[config.mk]
export PLATFORM = sky130hd
export DESIGN_NAME = utf8_script_run_splitter_core
export DESIGN_NICKNAME = d
export VERILOG_FILES = /design/src/hdl/usrs_pkg.sv /design/src/hdl/utf8_script_run_splitter_core.sv
export SDC_FILE = /design/constraint.sdc
export NUM_CORES = 1
export LEC_CHECK = 0
export BUFFER_PORTS_ARGS = -buffer_cell sky130_fd_sc_hd__buf_2
export CAP_MARGIN = 30
export CORE_ASPECT_RATIO = 0.8
export CORE_MARGIN = 3
export CORE_UTILIZATION = 40
export DETAILED_ROUTE_END_ITERATION = 8
export PLACE_DENSITY = 0.63
export SLEW_MARGIN = 20
export SYNTH_ARGS = -nofsm -noshare
export SYNTH_HDL_FRONTEND = slang
export SYNTH_SLANG_ARGS = --single-unit
[constraint.sdc]
create_clock -name i_clk -period 4.2 [get_ports i_clk]
set_clock_uncertainty 0.15 [all_clocks]
set_input_delay 0.84 -clock i_clk [delete_from_list [all_inputs] [get_ports i_clk]]
set_output_delay 0.84 -clock i_clk [all_outputs]
set_load 0.02 [all_outputs]
[src/hdl/usrs_pkg.sv]
package usrs_pkg;

    localparam logic [2:0] CLASS_NONE  = 3'd0;
    localparam logic [2:0] CLASS_ASCII = 3'd1;
    localparam logic [2:0] CLASS_PUNCT = 3'd7;
    localparam logic [7:0] SPACE_BYTE  = 8'h20;
    localparam logic [7:0] UPPER_A     = 8'h41;
    localparam logic [7:0] UPPER_Z     = 8'h5A;
    localparam logic [7:0] CASE_OFFSET = 8'h20;

    typedef struct packed {
        logic [7:0] out_byte;
        logic       byte_valid;
        logic       segment_start;
        logic       text_end;
    } t_result;

    // character length from the lead byte value
    function automatic logic [2:0] lead_length(input logic [7:0] b);
        logic [2:0] len;
        if (b >= 8'hFC) begin
            len = 3'd6;
        end else if (b >= 8'hF8) begin
            len = 3'd5;
        end else if (b >= 8'hF0) begin
            len = 3'd4;
        end else if (b >= 8'hE0) begin
            len = 3'd3;
        end else if (b >= 8'hC0) begin
            len = 3'd2;
        end else begin
            len = 3'd1;
        end
        return len;
    endfunction

    // every byte of the punctuation text in UTF-8, taken byte by byte
    function automatic logic in_punct_set(input logic [7:0] b);
        logic hit;
        case (b) inside
            8'h20, 8'h3B, 8'h3A, 8'h2C, 8'h2E, 8'h21, 8'h3F, 8'h2D, 8'h28,
            8'h29, 8'h5C, 8'h22, 8'hE2, 8'h80, 8'hA6, 8'h9C, 8'h9D: begin
                hit = 1'b1;
            end
            default: begin
                hit = 1'b0;
            end
        endcase
        return hit;
    endfunction

endpackage

[src/hdl/utf8_script_run_splitter_core.sv]
// UTF-8 character-class run splitter.
// Slave stream: one text byte per beat on tdata, tlast marks the final byte
// of a text. Master stream: one kept byte per beat on tdata, tuser carries
// byte_valid (bit 0) and segment_start (bit 1), tlast marks the last beat
// of a text. A text whose last input beat yields no byte ends with a bare
// end beat (tdata 0, byte_valid 0).
// Each input beat is decoded in the cycle it is accepted and its zero, one or two
// output beats are registered in a four-entry output queue, from whose head
// the master side reads them.
// Throughput: one input beat per cycle. A beat that flushes a held space
// yields two output beats; the slave side drops tready while three or more
// queue entries are occupied, so the queue drain (one beat per cycle) sets
// the long-run rate.
// A master-side stall holds the head beat steady and backs up into the
// queue, then into the slave side. Synchronous active-low reset empties
// the queue and clears the character, run and held-space state.
module utf8_script_run_splitter_core (
    input  logic       i_clk,
    input  logic       i_rst_n,
    input  logic       i_s_axis_tvalid,
    output logic       o_s_axis_tready,
    input  logic [7:0] i_s_axis_tdata,   // [7:0] text_byte
    input  logic       i_s_axis_tlast,   // text_last
    output logic       o_m_axis_tvalid,
    input  logic       i_m_axis_tready,
    output logic [7:0] o_m_axis_tdata,   // [7:0] out_byte
    output logic [1:0] o_m_axis_tuser,   // [0] byte_valid, [1] segment_start
    output logic       o_m_axis_tlast    // text_end
);

    localparam int QDEPTH = 4;
    localparam int PTR_W  = $clog2(QDEPTH);
    localparam int CNT_W  = $clog2(QDEPTH + 1);

    logic [2:0] r_bytes_left, n_bytes_left;
    logic [2:0] r_run_class,  n_run_class;
    logic       r_space_held, n_space_held;

    usrs_pkg::t_result r_queue [QDEPTH];
    logic [PTR_W-1:0]  r_wr_ptr;
    logic [PTR_W-1:0]  r_rd_ptr;
    logic [CNT_W-1:0]  r_count;

    logic              s_fire;
    logic              m_fire;
    logic [2:0]        w_len;
    logic              w_punct;
    logic [2:0]        w_cls;
    logic [7:0]        w_ob;
    usrs_pkg::t_result w_res0;
    usrs_pkg::t_result w_res1;
    logic [1:0]        w_num;

    // room for the worst case of two beats
    assign o_s_axis_tready = (r_count <= CNT_W'(QDEPTH - 2));
    assign s_fire          = i_s_axis_tvalid && o_s_axis_tready;
    assign o_m_axis_tvalid = (r_count != '0);
    assign m_fire          = o_m_axis_tvalid && i_m_axis_tready;

    assign o_m_axis_tdata  = r_queue[r_rd_ptr].out_byte;
    assign o_m_axis_tuser  = {r_queue[r_rd_ptr].segment_start, r_queue[r_rd_ptr].byte_valid};
    assign o_m_axis_tlast  = r_queue[r_rd_ptr].text_end;

    assign w_len   = usrs_pkg::lead_length(i_s_axis_tdata);
    assign w_punct = usrs_pkg::in_punct_set(i_s_axis_tdata);
    assign w_cls   = w_punct ? usrs_pkg::CLASS_PUNCT : w_len;
    assign w_ob    = (w_cls == usrs_pkg::CLASS_ASCII && i_s_axis_tdata >= usrs_pkg::UPPER_A
                      && i_s_axis_tdata <= usrs_pkg::UPPER_Z)
                     ? i_s_axis_tdata + usrs_pkg::CASE_OFFSET : i_s_axis_tdata;

    always_comb begin
        n_bytes_left = r_bytes_left;
        n_run_class  = r_run_class;
        n_space_held = r_space_held;
        w_res0       = '0;
        w_res1       = '0;
        w_num        = 2'd0;
        if (s_fire) begin
            if (r_bytes_left != 3'd0) begin
                n_bytes_left = r_bytes_left - 3'd1;
                w_res0       = '{out_byte: i_s_axis_tdata, byte_valid: 1'b1,
                                 segment_start: 1'b0, text_end: 1'b0};
                w_num        = 2'd1;
            end else begin
                n_bytes_left = w_len - 3'd1;
                if (r_space_held) begin
                    n_space_held = 1'b0;
                    if (w_cls == r_run_class) begin
                        // punctuation run goes on: release the held space
                        w_res0 = '{out_byte: usrs_pkg::SPACE_BYTE, byte_valid: 1'b1,
                                   segment_start: 1'b1, text_end: 1'b0};
                        w_res1 = '{out_byte: w_ob, byte_valid: 1'b1,
                                   segment_start: 1'b0, text_end: 1'b0};
                        w_num  = 2'd2;
                    end else begin
                        n_run_class = w_cls;
                        w_res0      = '{out_byte: w_ob, byte_valid: 1'b1,
                                        segment_start: 1'b1, text_end: 1'b0};
                        w_num       = 2'd1;
                    end
                end else if (w_cls != r_run_class) begin
                    n_run_class = w_cls;
                    if (i_s_axis_tdata == usrs_pkg::SPACE_BYTE) begin
                        n_space_held = 1'b1;
                    end else begin
                        w_res0 = '{out_byte: w_ob, byte_valid: 1'b1,
                                   segment_start: 1'b1, text_end: 1'b0};
                        w_num  = 2'd1;
                    end
                end else begin
                    w_res0 = '{out_byte: w_ob, byte_valid: 1'b1,
                               segment_start: 1'b0, text_end: 1'b0};
                    w_num  = 2'd1;
                end
            end
            if (i_s_axis_tlast) begin
                case (w_num)
                    2'd0: begin
                        w_res0.text_end = 1'b1;
                        w_num           = 2'd1;
                    end
                    2'd1:    w_res0.text_end = 1'b1;
                    default: w_res1.text_end = 1'b1;
                endcase
                n_bytes_left = 3'd0;
                n_run_class  = usrs_pkg::CLASS_NONE;
                n_space_held = 1'b0;
            end
        end
    end

    always_ff @(posedge i_clk) begin
        if (!i_rst_n) begin
            r_bytes_left <= 3'd0;
            r_run_class  <= usrs_pkg::CLASS_NONE;
            r_space_held <= 1'b0;
            r_wr_ptr     <= '0;
            r_rd_ptr     <= '0;
            r_count      <= '0;
        end else begin
            r_bytes_left <= n_bytes_left;
            r_run_class  <= n_run_class;
            r_space_held <= n_space_held;
            r_wr_ptr     <= r_wr_ptr + PTR_W'(w_num);
            r_rd_ptr     <= r_rd_ptr + PTR_W'(m_fire);
            r_count      <= r_count + CNT_W'(w_num) - CNT_W'(m_fire);
        end
    end

    always_ff @(posedge i_clk) begin
        if (w_num != 2'd0) begin
            r_queue[r_wr_ptr] <= w_res0;
        end
        if (w_num == 2'd2) begin
            r_queue[r_wr_ptr + PTR_W'(1)] <= w_res1;
        end
    end

`ifndef SYNTHESIS
    a_count_bound: assert property (@(posedge i_clk) disable iff (!i_rst_n)
        r_count <= CNT_W'(QDEPTH))
        else $error("output queue overfilled");

    a_last_pushes: assert property (@(posedge i_clk) disable iff (!i_rst_n)
        s_fire && i_s_axis_tlast |-> w_num != 2'd0)
        else $error("end of text produced no output beat");

    a_last_clears: assert property (@(posedge i_clk) disable iff (!i_rst_n)
        s_fire && i_s_axis_tlast |=> r_bytes_left == 3'd0
            && r_run_class == usrs_pkg::CLASS_NONE && !r_space_held)
        else $error("state not cleared after end of text");

    a_held_punct: assert property (@(posedge i_clk) disable iff (!i_rst_n)
        r_space_held |-> r_run_class == usrs_pkg::CLASS_PUNCT && r_bytes_left == 3'd0)
        else $error("held space outside a punctuation run");

    a_cont_in_run: assert property (@(posedge i_clk) disable iff (!i_rst_n)
        r_bytes_left != 3'd0 |-> r_run_class != usrs_pkg::CLASS_NONE)
        else $error("continuation pending with no open run");
`endif

endmodule
; Yosys cells after proc, flatten, opt, wreduce, memory -nomap -nowiden
; Memories as Yosys holds them, arrays and structs flattened. A register that Yosys moved wholly into a read port is not among the register bits.
; Cells that the tools add are included.
[totals]
in_bits = 13
regBits = 14
word_cells = 108
out_inout_bits = 13
mem_count = 1
mem_bits_rw = 44
[op_classes]
n_eq_ne = 24
n_reduce_logical = 13
n_addsub = 8
magnitude_cmp = 8
muxes = 48
[mem_list]
columns = name, depth, word_bits, read_ports, rd_clocked_by_memory_dff, write_ports, line
row1 = r_queue, 4, 11, 1, 1, 2, utf8_script_run_splitter_core.sv:39  ; usrs_pkg::t_result r_queue [QDEPTH];
[ops]
columns = op, n
row1 = $mux W11, 10
row2 = $eq A8 B6 Y1 const B, 11
row3 = $eq A8 B8 Y1 const B, 5
row4 = $ge A8 B8 Y1 const B, 5
row5 = $mux W3, 12
row6 = $mux W2, 10
row7 = $reduce_or A17 Y1, 1
row8 = $mux W1, 15
row9 = $reduce_bool A3 Y1, 3
row10 = $add A8 B6 Y8 const B, 1
row11 = $eq A8 B7 Y1 const B, 1
row12 = $ge A8 B7 Y1 const B, 1
row13 = $le A8 B7 Y1 const B, 1
row14 = $mux W8, 1
row15 = $sub A3 B1 Y3 const B, 2
row16 = $logic_and A1 B1 Y1, 4
row17 = $reduce_and A4 Y1, 1
row18 = $add A3 B2 Y3, 1
row19 = $eq A3 B1 Y1 const B, 1
row20 = $eq A3 B3 Y1, 1
row21 = $le A3 B2 Y1 const B, 1
row22 = $ne A3 B3 Y1, 1
row23 = $ne A3 B3 Y1 const B, 1
row24 = $sub A3 B1 Y3, 1
row25 = other kinds (10), 10

; Depth between registers and ports, before layout
; Gate-level depths: netlist of the first run.
[depth]
ltp_word = 19
depth_mapped = 15
ltp_nobuf = 14

; Least setup slack after synthesis of the first run
; OpenSTA, ideal clock, no wires.
[synth_path]
kind = in2reg
from = input i_s_axis_tdata[5]
to = register r_count[2]
required_ps = 3935
setup_time_ps = 115
setup_slack_ps = -37
arrival_ps = 3972
cell_stages = 15
n_path_buf = 1
cell_sequence = buf_4 > nor4b_2 > o21ai_0 > o221a_2 > a311o_1 > o22a_1 > a21oi_1 > o21ai_0 > ha_1 > inv_1 > ha_1 > fa_1 > xnor2_1 > xnor2_1 > and2_1
[synth_via]
elab_chain_len = 18
word_cells_on_any_way = 44
cone_classes = 2 x add/sub / 5 x order compare / 19 x eq/ne / 16 x mux / 2 x reduce/logical
[synth_lines]
columns = element, line
row1 = start: declaration, utf8_script_run_splitter_core.sv:22  ; input logic [7:0] i_s_axis_tdata,
row2 = $ge A8 B8 Y1, usrs_pkg.sv:29  ; end else if (b >= 8'hC0) begin
row3 = $mux W2, usrs_pkg.sv:29
row4 = $mux W3, usrs_pkg.sv:27  ; end else if (b >= 8'hE0) begin
row5 = $mux W3, usrs_pkg.sv:25  ; end else if (b >= 8'hF0) begin
row6 = $mux W3, usrs_pkg.sv:23  ; end else if (b >= 8'hF8) begin
row7 = $mux W3, usrs_pkg.sv:21  ; if (b >= 8'hFC) begin
row8 = $mux W3, utf8_script_run_splitter_core.sv:66  ; assign w_cls = w_punct ? usrs_pkg::CLASS_PUNCT : w_len;
row9 = $ne A3 B3 Y1 / $eq A3 B3 Y1 (equally long branches), "utf8_script_run_splitter_core.sv:101, utf8_script_run_splitter_core.sv:88"
row10 = [... 2 more ...], n/a
row11 = $mux W2 *, utf8_script_run_splitter_core.sv:79  ; if (r_bytes_left != 3'd0) begin
row12 = $mux W2 *, utf8_script_run_splitter_core.sv:78  ; if (s_fire) begin
row13 = $logic_not A2 Y1, utf8_script_run_splitter_core.sv:117  ; case (w_num)
row14 = $mux W2, utf8_script_run_splitter_core.sv:117
row15 = $mux W2 *, utf8_script_run_splitter_core.sv:116  ; if (i_s_axis_tlast) begin
row16 = $mux W2 *, utf8_script_run_splitter_core.sv:78
row17 = $add A3 B2 Y3 *, utf8_script_run_splitter_core.sv:146  ; r_count <= r_count + CNT_W'(w_num) - CNT_W'(m_fire);
row18 = $sub A3 B1 Y3 *, utf8_script_run_splitter_core.sv:146
row19 = end signal: assignment, utf8_script_run_splitter_core.sv:146
row20 = end: declaration, utf8_script_run_splitter_core.sv:42  ; logic [CNT_W-1:0] r_count;
; Mark *: on every way between the ends. The rest lies on a longest branch, timed or not. The select of a mux whose other input is x is not followed.
; A chain may end at the register's enable or synchronous reset.

; Worst setup path after layout of the first run
[layout_path]
from = input i_s_axis_tdata[0]
to = register r_count[2]
; Same word-level chain as after synthesis.

==> results by stage, run 1 <==
Status:
- The flow ran to the end, and the final reports show no timing, DRC or antenna violations.

Clocking:
- The number of resized instances in the post-cts repair step is 0.
- For the worst-skew pair, the clock arrives at the later sink with an insertion delay of 0.34 ns.
- The maximum buffer depth of the clock tree is 2.
- Clock-pin slew was measured on the worst setup and hold paths at approximately 0.060 ns.
- The deepest level of the CTS H-tree is 3.
- The count of clock tree sinks is slightly below 60.
- The number of buffers inserted to repair setup after CTS is 0.
- CTS placed an instance of clkbuf_8 at the clock tree root.
- Clock tree synthesis inserted a total of 9 buffers.
- The TritonCTS clock tree is built.
- The number of hold buffers added after CTS was 0.

Synth:
- The basic-gate share of the synthesized area counting and, or, nand and nor cells is between 15 and 20%.
- The count of distinct cell types in the synthesized netlist is 61.
- After Yosys synthesis, XOR and XNOR cells account for under 10% of the synthesized area.
- The post-synthesis cell type with the largest combined area is edfxtp_1.
- Counting flops with an async set or reset pin after synthesis yields a share of 0%.
- After synthesis, the largest family of logic cells by area is compound AO/OA/AOI/OAI gates.
- The cell with the most instances after synthesis is edfxtp_1.
- The yosys synthesis warning count is 0.
- Sequential cells were found to cover between 40 and 50% of the synthesized design area.
- For this run, the leading register cell type out of synthesis is edfxtp_1.
- The share of synthesized area in the top cell type comes to between 30% and 40%.
- The cell count after synthesis came out at 332.
- Synthesis produced a netlist with a net count of approximately 350.
- The complex-gate fraction of the synthesized area is ~20%.
- After synthesis the cells add up to between 3000 and 4000 µm².
- In this run, synthesis produced a sequential element count of between 50 and 60.
- The adder-cell share of the synthesized area is between 3 and 4%.
- Counting flops with a built-in enable in the synthesized netlist gives 40.
- By area the synthesized netlist is led by edfxtp_1, dfxtp_1, mux4_2, a21boi_0, nand2_1.
- The multiplexer fraction of the synthesized cell area is roughly 7.4%.
- In this run the mean area of a mapped cell was approximately 10 µm².
- Sorting the synthesized cells by how often they occur yields edfxtp_1, nand2_1, a21oi_1.

Worst setup path:
- The startpoint type of the worst setup path is an input port.
- The category of the worst setup path capture point is a register.
- The worst setup path is of the input port to register kind.
- At the worst endpoint, the required time is ~4.3 ns.
- For the worst setup path, the data arrival time is 3.93 ns.
- In this run the worst path has a maximum fanout of 6.

Place:
- The half-perimeter wire length after placement is 6230 µm.
- The placer's final routability congestion estimate is 0.887.
- The count of input and output buffers is 25.

Drt:
- The first-pass detailed-route iteration total is 5.
- The routed design has between 8000 and 9000 µm of wire.
- For this block, the initial DRC count from the detailed router was 169.
- The number of nets with antenna violations after detailed routing is 0.
- After detailed routing, the number of vias per cell comes to about 5.7.
- The routed layout has ~2800 vias.
- After detailed routing, the number of remaining DRC violations is 0.
- The routed wirelength normalized by instance count is roughly 17 µm.

Layout:
- The area added between synthesis and finish is 16.5%.
- The fraction of final layout cells sized beyond drive strength 1 is 24.0%.
- The number of antenna diodes in the final layout is 0.
- In the final design database the tool counted 400 nets.
- The filler cells instantiated in the layout total around 800.
- The fraction of the core area covered by cells at the end of the flow is between 40 and 50%.

Die:
- 26 I/O pins were placed.
- After floorplanning, the core was divided into 29 placement rows.
- The floorplan step defined a core boundary enclosing 8200 µm².
- The floorplan die area is about 10000 µm².
- The overall die height is approximately 89 µm.
- The x dimension of the die is 110 µm.
- For this configuration, the core starts out at a cell density of a little over two fifths.

Timing:
- Derived from the worst setup path, the maximum achievable clock frequency is 260 MHz.
- After layout, the minimum clock period comes to 3.84 ns.
- Setup repair after global routing left no endpoint under its margin.
- In the final timing run, aggregate negative setup slack is 0 ns.
- The post-route clock period utilization is 91.5%.
- The worst pin sits at a relative slew slack of about 44%.
- The number of slew-limit violations in the final report came to 0.
- The final count of hold timing violations is 0.
- The transition time of the tightest slew-check pin is ~0.84 ns.
- The count of endpoints failing setup in the final report is 0.

Global routing:
- For this run the aggregate overflow at the end of global routing stands at 0.
- In the global route stage, overall resource usage came out at between 15 and 20%.
- The largest net degree at the start of global routing is 15.
- Global routing used 4.40% of the available met3 tracks.
- In the global route stage, met2 resource usage came out at 28.4%.
- The number of antenna violations at the first check in global routing is 0.
- The first global-routing pass estimated 13600 µm of wire.
- The via count of the first global-routing pass was approximately 2600.
- Global routing used 25.8% of the available met1 tracks.
- The busiest layer in global routing is met2.

Power:
- The highest ir drop seen on vdd is between 0.15 and 0.2 mV.
- The ratio of total power to cell area is a little under 500 nW/µm².
- The leakage power figure is ~1.5 nW.

Run:
- The number of max-capacitance violations reported is 0.

Min path:
- The min-delay analysis places its worst path in the category register to register.
## final cells by class
| class | instances | area, µm² | share of cell area (%) |
|---|---|---|---|
| flip-flops and latches | 58 | 1560 | 38.5 |
| repair buffers | 54 | 343 | 8.45 |
| multi-input cells | 240 | 1770 | 43.7 |
| inverters | 15 | 58.8 | 1.45 |
| clock inverters | 6 | 57.6 | 1.42 |
| clock buffers | 10 | 128 | 3.15 |
| well taps | 108 | 135 | 3.33 |
## registers in the layout, indices dropped and copies added, names as in the netlist
name          count
r_bytes_left      3
r_count           3
r_queue          44
r_rd_ptr          2
r_run_class       3
r_space_held      1
r_wr_ptr          2
## routing by layer
metal / vias to the layer above / part of all wire, %
li1: 1346 / -
met1: 1319 / 46
met2: 99 / 45
met3: 14 / 7.0
met4: 0 / 1.3
met5: - / 0
## cell usage in the layout (no fill, tap or decap), types with 11 or more instances in the layout
cell type  count
dfxtp_1       18
inv_1         14
o21ai_0       13
a21boi_0      17
nor2_1        15
a21oi_1       21
and2_1        11
nand2_1       33
edfxtp_1      40
mux4_2        11
buf_2         25
buf_4         29
## power breakdown
| part | internal, W | switching, W | leakage [nW] |
|---|---|---|---|
| logic | 0.000305 | 0.000377 | 0.864 |
| registers | 0.000710 | 0.0000815 | 0.540 |
| clock network | 0.000270 | 0.000223 | 0.0974 |
## path summary, 6_finish.rpt
path	cells after the start	start	to	slack, ns
worst min register to register	2	r_run_class[2]	r_run_class[2]	0.37
worst max-delay path	15	i_s_axis_tdata[0]	r_count[2]	0.36
worst min-delay path	2	r_run_class[2]	r_run_class[2]	0.37
worst max register to register	12	r_run_class[1]	r_count[2]	1.13
## per-stage QoR
stage               area, µm²  total power (W)  std cells  hold slack (ns)  setup slack [ns]
floorplan                3490          0.00128        332            0.315            0.0545
global placement         3870          0.00148        475            0.336            0.0923
detailed placement       3870          0.00149        475            0.359            0.0155
CTS                      4060          0.00199        491            0.367             0.376
global route             4060          0.00210        491            0.404             0.128
finish                   4060          0.00197        491            0.367             0.356
## worst max-delay path, stage by stage
cell and delay (ns):
buf_2 0.14, nor4_4 0.40, a21oi_1 0.13, or2_2 0.31, a41oi_1 0.36, o32ai_4 0.16
a21oi_2 0.15, o21ai_0 0.12, ha_1 0.31, inv_1 0.04, ha_1 0.18, fa_1 0.37
xnor2_1 0.15, xnor2_1 0.12, and2_1 0.15
## kinds of logic (layout without fill, tap and decap cells)
kind of cell               after synthesis  in the layout
AOI/OAI and AO/OA                       99             99
xor gates and xnor gates                 7              7
adders and majority gates                9              9
buffers and inverters                   34             85
DFF                                     58             58
muxes                                   12             12
and+or+nand+nor                        113            113
(Power assumes the default switching activity.)
==> inputs of run 2 (changes only) <==
--- a/config.mk
+++ b/config.mk
@@ -6,4 +6,5 @@
 export NUM_CORES = 1
 export LEC_CHECK = 0
+export ABC_CLOCK_PERIOD_IN_PS = 4200
 export BUFFER_PORTS_ARGS = -buffer_cell sky130_fd_sc_hd__buf_2
 export CAP_MARGIN = 30
==> constraint.sdc (replaced) <==
create_clock -name i_clk -period 4.2 [get_ports i_clk]
set_clock_uncertainty 0.15 [all_clocks]
set_input_delay 0 -clock i_clk [delete_from_list [all_inputs] [get_ports i_clk]]
set_output_delay 0 -clock i_clk [all_outputs]
set_load 0.02 [all_outputs]
==> results by stage, run 2 (synthesis gave the netlist of run 1 again) <==
Die:
- The number of placed I/O pins is 26 (unchanged).
- The area of the core region was 8200 µm² (unchanged).
- The floorplan die area was 9870 µm² (unchanged).
- The overall die height came to 89.5 µm (unchanged).
- The x dimension of the die is 110 µm (unchanged).
- The initial core utilization is 42.5% (unchanged).
- The number of rows in the core area is 29 (unchanged).

Drt:
- The number of remaining DRC errors is 0 (unchanged).
- The number of nets with antenna violations after detailed routing came to 0 (unchanged).
- The final wirelength is 8140 µm (was 8360 µm).
- The DRC marker count from the first detailed-route iteration was 176 (was 169).
- The number of vias after detailed routing is 2692 (was 2778).
- The first-pass detailed-route iteration total was 7 (was 5).
- The routed wirelength normalized by instance count was 17.4 µm (was 17.0 µm).
- The ratio of routed vias to standard cells was 5.74 (was 5.66).

Power:
- The highest ir drop seen on vdd is 0.211 mV (was 0.193 mV).
- The cell-internal power is 0.00126 W (was 0.00129 W).
- The ratio of total power to cell area was 499 nW/µm² (was 485 nW/µm²).
- The leakage power figure was 1.39 nW (was 1.50 nW).
- The sequential share of power was 40.6% (was 40.3%).
- The power share of the clock group is 25.8% (was 25.1%).
- The combinational group share of total power is 33.6% (was 34.7%).
- The switching portion of total power is 35.2% (was 34.6%).
- The net switching power figure is 0.000688 W (was 0.000681 W).
- The final total power is 0.00195 W (was 0.00197 W).

Worst setup path:
- The source of the worst register-to-register timing path is r_run_class[1] (unchanged).
- The highest cell delay on the worst timing path is 0.53 ns (was 0.40 ns).
- The startpoint of the worst setup timing path was i_s_axis_tdata[4] (was i_s_axis_tdata[0]).
- Cell chain of the critical path: dlygate4sd3_1 > buf_2 > nor4b_2 > o21ai_0 > o221a_2 > a311o_1 > o22a_1 > a21oi_2 > o21ai_0 > ha_1 > inv_1 > ha_1 > fa_1 > xnor2_1 > xnor2_1 > and2_1 (was buf_2 > nor4_4 > a21oi_1 > or2_2 > a41oi_1 > o32ai_4 > a21oi_2 > o21ai_0 > ha_1 > inv_1 > ha_1 > fa_1 > xnor2_1 > xnor2_1 > and2_1).
- The required time of the critical path is 4.28 ns (was 4.29 ns).
- The critical setup path kind is input port to register (unchanged).
- The startpoint type of the worst setup path is an input port (unchanged).
- The slowest cell on the critical path was dlygate4sd3_1 (was nor4_4).
- The data arrival time of the critical path is 4.03 ns (was 3.93 ns).
- The category of the worst setup path capture point is a register (unchanged).
- The peak fanout along the critical path is 13 (was 6).

Timing:
- The post-route clock period utilization came to 93.9% (was 91.5%).
- The total negative slack is 0 ns (unchanged).
- The transition time of the tightest slew-check pin was 0.880 ns (was 0.842 ns).
- The shortest period the worst path allows is 3.94 ns (was 3.84 ns).
- The number of slew-limit violations in the final report came to 0 (unchanged).
- The count of endpoints failing setup in the final report is 0 (unchanged).
- The final count of hold timing violations is 0 (unchanged).
- The worst hold slack across all endpoints is 0.0563 ns (was 0.367 ns).
- The highest clock rate is 254 MHz (was 260 MHz).
- The worst slew margin relative to its limit is 40.6% (was 43.8%).
- Setup repair after global routing missed its margin: no (unchanged).

Global routing:
- The global-route wire length before repair came to 13300 µm (was 13600 µm).
- The via count of the first global-routing pass came to 2525 (was 2617).
- The total routing resource utilization after global routing is 17.8% (was 18.4%).
- The sum of overflow across all layers after global routing was 0 (unchanged).
- The number of antenna violations at the first check in global routing is 0 (unchanged).
- The met2 track demand over resource in global routing was 27.4% (was 28.4%).
- The met3 global-route usage is 5.05% (was 4.40%).
- The busiest layer in global routing is met2 (unchanged).
- The largest net degree at the start of global routing is 17 (was 15).
- The met1 global-route usage came to 24.9% (was 25.8%).

Layout:
- The register with the highest flop count is r_queue (unchanged).
- The most common cell after layout, fill and taps aside is edfxtp_1 (unchanged).
- The net count of the finished layout is 378 (was 400).
- The area added between synthesis and finish is 12.4% (was 16.5%).
- The flip-flop count of the largest register after layout is 44 (unchanged).
- Most frequent cells in the layout: edfxtp_1, nand2_1, buf_2, a21oi_1, dfxtp_1 (was edfxtp_1, nand2_1, buf_4, buf_2, a21oi_1).
- The final antenna diode count was 0 (unchanged).
- The fraction of final layout cells sized beyond drive strength 1 came to 18.6% (was 24.0%).
- The number of filler cells placed in the layout is 788 (was 803).

Clocking:
- The clock transition at the registers of the reported paths is 0.07 ns (was 0.06 ns).
- The number of buffers inserted to repair setup after CTS is 0 (unchanged).
- The count of clock tree sinks is 58 (unchanged).
- The number of CTS-inserted buffers came to 9 (unchanged).
- The maximum buffer depth of the clock tree was 2 (unchanged).
- The deepest level of the CTS H-tree came to 3 (unchanged).
- The TritonCTS clock tree is built (unchanged).
- The library cell used as clock root buffer was clkbuf_8 (unchanged).
- The clock insertion delay at the later pin of the skew report is 0.34 ns (about the same).

Run:
- The number of max-capacitance violations reported is 0 (unchanged).

Min path:
- The type of the tightest min-delay check is input port to register (was register to register).
- The startpoint of the most critical hold path is i_s_axis_tdata[0] (was r_run_class[2]).

Place:
- The placer's final routability congestion estimate is 0.843 (was 0.887).
- The count of input and output buffers is 25 (unchanged).
- The half-perimeter wire length after placement was 5820 µm (was 6230 µm).

Status:
- Run status: finished clean (unchanged).
==> run 2: changes by cell type in the layout (fill, tap and decap cells not counted) <==
cell,previous run,this run
buf_4,29,2
clkbuf_1,1,0
clkinv_1,1,0
clkinv_4,1,2
clkinvlp_4,0,1
dlygate4sd3_1,0,5
==> run 2: timing repair <==
item,CTS,global route
hold buffers,5,0
setup endpoints to repair,0,1
gates resized for setup,0,1
hold endpoints to repair,24,0
==> run 2: final cells by class <==
class | instances | area [µm²] | share of cell area (%)
Multi-Input combinational cell | 240 | 1770 | 45.3
Sequential cell | 58 | 1560 | 39.9
Timing Repair Buffer | 32 | 190 | 4.86
Tap cell | 108 | 135 | 3.45
Clock buffer | 9 | 124 | 3.17
Clock inverter | 7 | 70.1 | 1.79
Inverter | 15 | 58.8 | 1.50
==> run 2: final timing paths <==
check / cells after the start / endpoint / slack [ns]
setup / recovery: 16 / r_count[2] / 0.26
hold / removal: 3 / r_queue[3][3] / 0.06
setup reg to reg: 12 / r_count[2] / 0.93
hold reg to reg: 2 / r_run_class[2] / 0.38
==> run 2: routing by layer <==
| layer | part of all wire [%] | vias to the layer above | wire length, µm |
|---|---|---|---|
| met5 | 0 | - | 0 |
| met4 | 1.0 | 0 | 82 |
| met3 | 7.8 | 8 | 632 |
| met2 | 45 | 99 | 3670 |
| met1 | 46 | 1277 | 3760 |
| li1 | - | 1308 | - |
==> run 2: power groups by stage <==
stage | clock [W] | sequential, W | combinational [W]
6_report | 0.000503 | 0.000793 | 0.000657
5_1_grt | 0.000544 | 0.000808 | 0.000723
4_1_cts | 0.000516 | 0.000794 | 0.000661
3_5_place_dp | 0 | 0.000806 | 0.000656
3_3_place_gp | 0 | 0.000803 | 0.000646
2_1_floorplan | 0 | 0.000749 | 0.000527
==> run 2: worst max-delay path: cells and delay by family <==
kind | cells | cell delay, ns
AO/OA/AOI/OAI | 6 | 1.58
adder cells (fa/ha/maj) | 3 | 0.88
buffers and inverters | 3 | 0.77
AND/OR/NAND/NOR | 2 | 0.53
XOR/XNOR | 2 | 0.27
==> run 2: per-stage QoR <==
stage                     instance area [µm²]  setup WS (ns)  instances  util [%]
after floorplan                          3480          0.803        332         -
after global placement                   3660          0.494        448      44.7
after detailed placement                 3660          0.337        448      44.7
after CTS                                3910          0.139        469      47.7
after global routing                     3910         0.0288        469      47.7
final                                    3910          0.255        469      47.7
